File: config.mk
export PLATFORM = sky130hd
export DESIGN_NAME = decimal_text_to_fixed_unit_flat
export DESIGN_NICKNAME = d
export VERILOG_FILES = /design/src/hw/rtl/dtf_pkg.sv /design/src/hw/rtl/dtf_stream_if.sv /design/src/hw/rtl/decimal_text_to_fixed_unit.sv /design/src/flat_wrapper.sv
export SDC_FILE = /design/constraint.sdc
export NUM_CORES = 1
export LEC_CHECK = 0
export CAP_MARGIN = 20
export CORE_MARGIN = 3
export CORE_UTILIZATION = 60
export DETAILED_ROUTE_END_ITERATION = 6
export DONT_BUFFER_PORTS = 1
export PLACE_DENSITY = 0.72
export SYNTH_ARGS = -nofsm -noshare
export SYNTH_HDL_FRONTEND = slang
export SYNTH_SLANG_ARGS = --single-unit
File: constraint.sdc
create_clock -name clk -period 7.5 [get_ports clk]
set_clock_uncertainty 0.05 [all_clocks]
set_input_delay 0.375 -clock clk [delete_from_list [all_inputs] [get_ports clk]]
set_output_delay 0.375 -clock clk [all_outputs]
set_load 0.005 [all_outputs]
File: src/hw/rtl/dtf_pkg.sv
// ----------------------------------------------------------------------------
// dtf_pkg: shared definitions for the decimal text to fixed-point converter
// Word layouts of both channels, character codes and default widths.
// ----------------------------------------------------------------------------
package dtf_pkg;

    localparam int unsigned FRACTION_BITS_DEFAULT = 32;
    localparam int unsigned WHOLE_BITS_DEFAULT    = 32;
    localparam int unsigned OUT_BITS              = 32;

    // floor(2^F / 10^(k+1)) is zero for every k at or past this depth, F <= 48
    localparam int unsigned WEIGHT_DEPTH          = 16;

    localparam logic [7:0] CHAR_NUL   = 8'h00;
    localparam logic [7:0] CHAR_TAB   = 8'h09;
    localparam logic [7:0] CHAR_NL    = 8'h0A;
    localparam logic [7:0] CHAR_SPACE = 8'h20;
    localparam logic [7:0] CHAR_MINUS = 8'h2D;
    localparam logic [7:0] CHAR_POINT = 8'h2E;
    localparam logic [7:0] CHAR_ZERO  = 8'h30;
    localparam logic [7:0] CHAR_NINE  = 8'h39;

    localparam logic [3:0] RADIX = 4'd10;

    typedef struct packed {
        logic [7:0] char_code;
        logic       end_of_text;
    } char_word_t;

    typedef struct packed {
        logic                negative;
        logic [OUT_BITS-1:0] whole_part;
        logic [OUT_BITS-1:0] fraction_part;
        logic                saturated;
    } result_word_t;

endpackage

File: src/hw/rtl/dtf_stream_if.sv
// ----------------------------------------------------------------------------
// dtf_stream_if: valid/ready channel
// Carries one word per handshake; source drives valid and data, sink ready.
// ----------------------------------------------------------------------------
interface dtf_stream_if #(
    parameter type word_t = logic
);

    logic  valid;
    logic  ready;
    word_t data;

    modport source (output valid, output data, input ready);
    modport sink   (input valid, input data, output ready);

endinterface

File: src/hw/rtl/decimal_text_to_fixed_unit.sv
// ----------------------------------------------------------------------------
// decimal_text_to_fixed_unit: decimal text to fixed-point converter
// Parses one character per word; gives sign, saturated whole part and
// binary fraction when a string ends at NUL or at a word marked last.
// ----------------------------------------------------------------------------
//  channel   dir   word             contents
//  chars     in    char_word_t      char_code, end_of_text
//  result    out   result_word_t    negative, whole_part, fraction_part,
//                                   saturated
//
//  One word per cycle sustained, but for an ending word held by a pending
//  result; the word that ends a string passes the input register, then the
//  result register. Per-character update: shift-add by ten on the whole part,
//  digit times a tabled place weight on the fraction.
//  A pending result stalls only a word that would itself end a string.
//  rst_n clears the parser to the leading-blank state with no result held.
// ----------------------------------------------------------------------------
module decimal_text_to_fixed_unit #(
    parameter int unsigned FRACTION_BITS = dtf_pkg::FRACTION_BITS_DEFAULT,
    parameter int unsigned WHOLE_BITS    = dtf_pkg::WHOLE_BITS_DEFAULT
) (
    input  logic         clk,
    input  logic         rst_n,
    dtf_stream_if.sink   chars,
    dtf_stream_if.source result
);

    import dtf_pkg::*;

    localparam int unsigned CNT_BITS = $clog2(WEIGHT_DEPTH + 1);
    localparam int unsigned IDX_BITS = $clog2(WEIGHT_DEPTH);
    localparam logic [WHOLE_BITS-1:0] WHOLE_MAX = '1;

    typedef enum logic [1:0] {PH_LEAD, PH_PARSE, PH_STOP} phase_t;

    logic [FRACTION_BITS-1:0] weight_tab [WEIGHT_DEPTH];

    for (genvar k = 0; k < WEIGHT_DEPTH; k++) begin : g_weight
        localparam logic [63:0] W = (64'd1 << FRACTION_BITS) / (64'd10 ** (k + 1));
        assign weight_tab[k] = W[FRACTION_BITS-1:0];
    end

    // input stage
    logic       in_valid_reg, in_valid_next;
    char_word_t in_word_reg,  in_word_next;

    // parser state
    phase_t                   phase_reg, phase_next;
    logic                     sign_reg,  sign_next;
    logic [WHOLE_BITS-1:0]    whole_reg, whole_next;
    logic [FRACTION_BITS-1:0] frac_reg,  frac_next;
    logic [CNT_BITS-1:0]      count_reg, count_next;
    logic                     point_reg, point_next;
    logic                     ovf_reg,   ovf_next;

    // result stage
    logic         out_valid_reg, out_valid_next;
    result_word_t out_word_reg,  out_word_next;

    logic                     finish;
    logic                     advance;
    logic                     in_ready;
    logic                     is_digit;
    logic                     is_blank;
    logic [3:0]               digit;
    logic [FRACTION_BITS-1:0] weight;
    logic [WHOLE_BITS+3:0]    whole_sum;
    logic [FRACTION_BITS+3:0] frac_sum;

    assign finish   = (in_word_reg.char_code == CHAR_NUL) || in_word_reg.end_of_text;
    assign advance  = in_valid_reg && (!finish || !out_valid_reg || result.ready);
    assign in_ready = !in_valid_reg || advance;

    assign is_digit = (in_word_reg.char_code >= CHAR_ZERO)
                   && (in_word_reg.char_code <= CHAR_NINE);
    assign is_blank = (in_word_reg.char_code == CHAR_SPACE)
                   || (in_word_reg.char_code == CHAR_TAB)
                   || (in_word_reg.char_code == CHAR_NL)
                   || (in_word_reg.char_code == CHAR_MINUS);
    assign digit    = 4'(in_word_reg.char_code - CHAR_ZERO);

    assign weight    = (count_reg < CNT_BITS'(WEIGHT_DEPTH))
                     ? weight_tab[count_reg[IDX_BITS-1:0]] : '0;
    assign whole_sum = (WHOLE_BITS+4)'(whole_reg) * (WHOLE_BITS+4)'(RADIX)
                     + (WHOLE_BITS+4)'(digit);
    assign frac_sum  = (FRACTION_BITS+4)'(frac_reg)
                     + (FRACTION_BITS+4)'(digit) * (FRACTION_BITS+4)'(weight);

    always_comb
    begin
        logic do_parse;

        do_parse      = 1'b0;
        in_valid_next = in_valid_reg;
        in_word_next  = in_word_reg;
        phase_next    = phase_reg;
        sign_next     = sign_reg;
        whole_next    = whole_reg;
        frac_next     = frac_reg;
        count_next    = count_reg;
        point_next    = point_reg;
        ovf_next      = ovf_reg;
        out_word_next = out_word_reg;

        if (in_ready)
        begin
            in_valid_next = chars.valid;
            in_word_next  = chars.data;
        end

        if (advance && (in_word_reg.char_code != CHAR_NUL))
        begin
            case (phase_reg)
                PH_LEAD:
                begin
                    if (is_blank)
                    begin
                        if (in_word_reg.char_code == CHAR_MINUS)
                        begin
                            sign_next = 1'b1;
                        end
                    end
                    else
                    begin
                        phase_next = PH_PARSE;
                        do_parse   = 1'b1;
                    end
                end
                PH_PARSE:
                begin
                    do_parse = 1'b1;
                end
                default:
                begin
                end
            endcase
        end

        if (do_parse)
        begin
            if (is_digit)
            begin
                if (point_reg)
                begin
                    frac_next = frac_sum[FRACTION_BITS-1:0];
                    if (count_reg < CNT_BITS'(WEIGHT_DEPTH))
                    begin
                        count_next = count_reg + 1'b1;
                    end
                end
                else if (|whole_sum[WHOLE_BITS+3:WHOLE_BITS])
                begin
                    whole_next = WHOLE_MAX;
                    ovf_next   = 1'b1;
                end
                else
                begin
                    whole_next = whole_sum[WHOLE_BITS-1:0];
                end
            end
            else if ((in_word_reg.char_code == CHAR_POINT) && !point_reg)
            begin
                point_next = 1'b1;
            end
            else
            begin
                phase_next = PH_STOP;
            end
        end

        out_valid_next = out_valid_reg && !result.ready;

        if (advance && finish)
        begin
            out_valid_next              = 1'b1;
            out_word_next.negative      = sign_next;
            out_word_next.whole_part    = OUT_BITS'(whole_next);
            out_word_next.fraction_part = OUT_BITS'(frac_next);
            out_word_next.saturated     = ovf_next;
            phase_next = PH_LEAD;
            sign_next  = 1'b0;
            whole_next = '0;
            frac_next  = '0;
            count_next = '0;
            point_next = 1'b0;
            ovf_next   = 1'b0;
        end
    end

    always_ff @(posedge clk or negedge rst_n)
    begin
        if (!rst_n)
        begin
            in_valid_reg  <= 1'b0;
            in_word_reg   <= '0;
            phase_reg     <= PH_LEAD;
            sign_reg      <= 1'b0;
            whole_reg     <= '0;
            frac_reg      <= '0;
            count_reg     <= '0;
            point_reg     <= 1'b0;
            ovf_reg       <= 1'b0;
            out_valid_reg <= 1'b0;
            out_word_reg  <= '0;
        end
        else
        begin
            in_valid_reg  <= in_valid_next;
            in_word_reg   <= in_word_next;
            phase_reg     <= phase_next;
            sign_reg      <= sign_next;
            whole_reg     <= whole_next;
            frac_reg      <= frac_next;
            count_reg     <= count_next;
            point_reg     <= point_next;
            ovf_reg       <= ovf_next;
            out_valid_reg <= out_valid_next;
            out_word_reg  <= out_word_next;
        end
    end

    assign chars.ready  = in_ready;
    assign result.valid = out_valid_reg;
    assign result.data  = out_word_reg;

`ifndef NO_ASSERTIONS
    a_end_waits: assert property (@(posedge clk) disable iff (!rst_n)
        in_valid_reg && finish && out_valid_reg && !result.ready |=> in_valid_reg)
        else $error("ending word lost while result pending");

    a_clear_after_end: assert property (@(posedge clk) disable iff (!rst_n)
        advance && finish |=> phase_reg == PH_LEAD && whole_reg == '0
                              && !point_reg && !sign_reg && !ovf_reg)
        else $error("parser not cleared after result");

    a_frac_needs_point: assert property (@(posedge clk) disable iff (!rst_n)
        !point_reg |-> frac_reg == '0 && count_reg == '0)
        else $error("fraction moved before decimal point");

    a_sat_holds_max: assert property (@(posedge clk) disable iff (!rst_n)
        ovf_reg |-> whole_reg == WHOLE_MAX)
        else $error("saturation flag without saturated whole part");

    a_lead_is_clean: assert property (@(posedge clk) disable iff (!rst_n)
        phase_reg == PH_LEAD |-> whole_reg == '0 && !point_reg && !ovf_reg)
        else $error("digits accumulated in leading blanks");
`endif

endmodule

File: src/flat_wrapper.sv
// flat-port wrapper written by rule: the top's interface ports become plain ports
module decimal_text_to_fixed_unit_flat import dtf_pkg::*;
#(
    parameter int unsigned FRACTION_BITS = dtf_pkg::FRACTION_BITS_DEFAULT,
    parameter int unsigned WHOLE_BITS    = dtf_pkg::WHOLE_BITS_DEFAULT
)
  (clk, rst_n, chars_valid, chars_data, chars_ready, result_valid, result_data, result_ready);
  dtf_stream_if #(.word_t(char_word_t)) chars_i ();
  dtf_stream_if #(.word_t(result_word_t)) result_i ();
  input  logic clk;
  input  logic rst_n;
  input wire logic [$bits(chars_i.valid)-1:0] chars_valid;
  input wire logic [$bits(chars_i.data)-1:0] chars_data;
  output wire logic [$bits(chars_i.ready)-1:0] chars_ready;
  output wire logic [$bits(result_i.valid)-1:0] result_valid;
  output wire logic [$bits(result_i.data)-1:0] result_data;
  input wire logic [$bits(result_i.ready)-1:0] result_ready;
  assign chars_i.valid = chars_valid;
  assign chars_i.data = chars_data;
  assign chars_ready = chars_i.ready;
  assign result_valid = result_i.valid;
  assign result_data = result_i.data;
  assign result_i.ready = result_ready;
  decimal_text_to_fixed_unit #(.FRACTION_BITS(FRACTION_BITS), .WHOLE_BITS(WHOLE_BITS)) u_core (.clk(clk), .rst_n(rst_n), .chars(chars_i), .result(result_i));
endmodule
==> results.cfg <==
[placement]
gp_congestion = 0.9010
dpl.cell_count = 1805
placed_cell_area_um2 = 13720
hpwl_um = 23700
dp_slack_ns = 0.5559
portBuffers = 0

[power_and_ir_drop]
powerDensity_nw_per_um2 = 168.6
p_leak_nw = 7.136
ir_worst_vdd_mv = 0.1283
swShare_pct = 35.73
power_frac_seq_pct = 37.4
p_comb_share_pct = 27.7
clkPwrFrac_pct = 34.9
power_mw = 2.416
internal-power_mw = 1.553
power_switching_mw = 0.8633

[clock_tree]
cts_tree = yes
cts_max_level = 4
clockRootBuffer = clkbuf_16
clock_latency_ns = 0.43
clockBufferDepth = 2
cts_inserted_buffers = 17
cts_setup_buffers = 0
clock_sinks = 151
clk_pin_slew_ns = 0.07

[global_route]
track_usage_pct = 26.92
grt_pass1_wl_um = 54090
grt_overflow = 0
grt_pass1_vias = 11167
antenna_found_initial = 0
grt_max_degree = 152

[logic_synthesis]
syn_inst = 1581
ys_ff_latch = 151
synth_area_um2 = 13580
synth_warnings = 0
yosysUniqueCellTypes = 83
synth_edf_count = 0
async_flop_share_pct = 100.0
syn_area_per_cell_um2 = 8.587
synth_nets = 1788
seq_area_frac_synth_pct = 27.83
synth_ff_type = dfrtp_1

[timing]
min_period_ns = 6.939
finalSetupViolCount = 0
setup_tns_ns = 0
slew_violations = 0
finalHoldViolCount = 0
rsz0062_at_grt = no
fin_ws_ns = 0.5606
fin_crit_sh_pct = 92.53
worstMarginPinSlew_ns = 0.7380
fmax_mhz = 144.1
holdWs_ns = 0.01729
slew_headroom_pct = 50.80

[setup_path]
max_stage_delay_ns = 0.64
crit_path_end = u_core.result.data[32]
r2r_start = u_core.count_reg[0]
cp.arrival_ns = 7.19
r2r_slack_ns = 0.56
path_cells = clkinv_1, ha_1, a211oi_1, and2_1, fa_1, fa_1, inv_1, fa_1, inv_1, ha_1, or4_1, o21ai_0, a211oi_1, o41ai_1, o211a_1, nor3_1, a211oi_1, xor2_1, o21ai_0
critPathKind = flop to flop
critPathSlowestCell = o41ai_1
crit_path_end_kind = flop
start_kind = flop
r2r_end = u_core.result.data[32]
startpoint = u_core.count_reg[0]
crit_path_max_fanout = 13
required_ns = 7.75
reg2reg_depth = 19

[drt]
drtIter0Drc = 545
routed_wl_um = 31420
final_antenna_net_count = 0
wl_per_cell_um = 17.08
avgViaCountPerCell = 5.797
drc_errors = 0
drt-pass1-iter-count = 7
vias = 10667

[cells_and_area]
layout_commonest_cell = inv_1
final_cells = 1840
largest_reg_flops = 66
utilization_pct = 65.05
drive_gt1_share_pct = 6.987
final_cell_area_um2 = 14330
nFillCells = 1872
final_cell_mix = 174 x inv_1, 156 x nor2_1, 151 x nand2_1, 151 x dfrtp_1, 117 x ha_1
fin_nets = 1754
diodes = 0
area_delta_synth_final_pct = 5.530

[die]
core_um2 = 22030
die-area_um2 = 24470
die_x_um = 156.4
initial_core_util_pct = 61.64
ios = 81
rows = 54
die_h_um = 156.4

[status]
status = finished clean

[worst_hold_path]
hold_class = input port to flop

[flow_run]
drv_cap = 0
## cell usage after synthesis (20+ instances only)
cell      count  area (um^2)
dfrtp_1     151         3779
a21o_1       30        225.2
xor2_1       25        219.0
inv_1       174        653.1
o21ai_0     112        560.5
nor3_1       35        175.2
xnor2_1      46        402.9
o21ai_1      32        160.2
nand2_1     151        566.8
nor2_1      157        589.3
nor3_2       20        200.2
a21oi_1     101        505.5
ha_1        117         1464
clkbuf_1     51        191.4
fa_1         77         1541
and2_1       49        306.5
## power groups by stage
stage | clock [mW] | combinational (mW) | sequential (mW)
floorplan | 0 | 0.542 | 0.895
global placement | 0 | 0.631 | 0.918
detailed placement | 0 | 0.644 | 0.918
CTS | 0.863 | 0.672 | 0.903
global route | 0.890 | 0.769 | 0.908
finish | 0.844 | 0.669 | 0.903
## timing repair
item / CTS / global route
endpoints found under the hold margin: 152 / 0
gates resized for setup: 0 / 0
hold buffers: 3 / 0
## kinds of logic after synthesis
kind of cell / share of synthesized area [%]
XOR/XNOR: 4.820
AND/OR/NAND/NOR: 19.53
adder cells (fa/ha/maj): 22.14
multiplexers: 1.475
AO/OA/AOI/OAI: 17.19
buffers and inverters: 7.022
flip-flops: 27.83
## routing by layer
layer / routed length (um) / vias to the layer above / GRT usage, %
li1: - / 5284 / -
met1: 13790 / 5123 / 34.45
met2: 15870 / 202 / 47.34
met3: 799 / 58 / 3.042
met4: 958 / 0 / 9.587
met5: 0 / - / 0
## how the worst min path moves through the flow
stage                             start                     end  slack [ns]  cells after the start
after global routing      chars_data[3]   u_core.in_word_reg[3]        0.01                      2
final                     chars_data[3]   u_core.in_word_reg[3]        0.02                      2
after detailed placement          rst_n  u_core.result.data[10]        0.03                      0
after CTS                 chars_data[3]   u_core.in_word_reg[3]        0.01                      2
after global placement            rst_n  u_core.result.data[10]        0.04                      0
after floorplan                   rst_n     u_core.count_reg[0]        0.03                      0
## cell type report
cell class              count  area, um^2  share of cell area [%]
clock buffers              17       425.4                   2.969
inverters                 177       664.4                   4.637
repair buffers             11       107.6                  0.7510
flip-flops and latches    151        3779                   26.37
well taps                 280       350.3                   2.445
multi-input cells        1189        8865                   61.87
clock inverters            15       136.4                  0.9519
## worst max-delay path, delay by kind of cell (launching register included)
family	cells	cell delay [ns]
compound gates	7	2.55
fa+ha+maj	5	2.14
xor+xnor	1	0.22
simple gates	3	0.84
flops	1	0.53
buf+inv	3	0.48
Note: power is estimated with default switching activity, not from simulation.
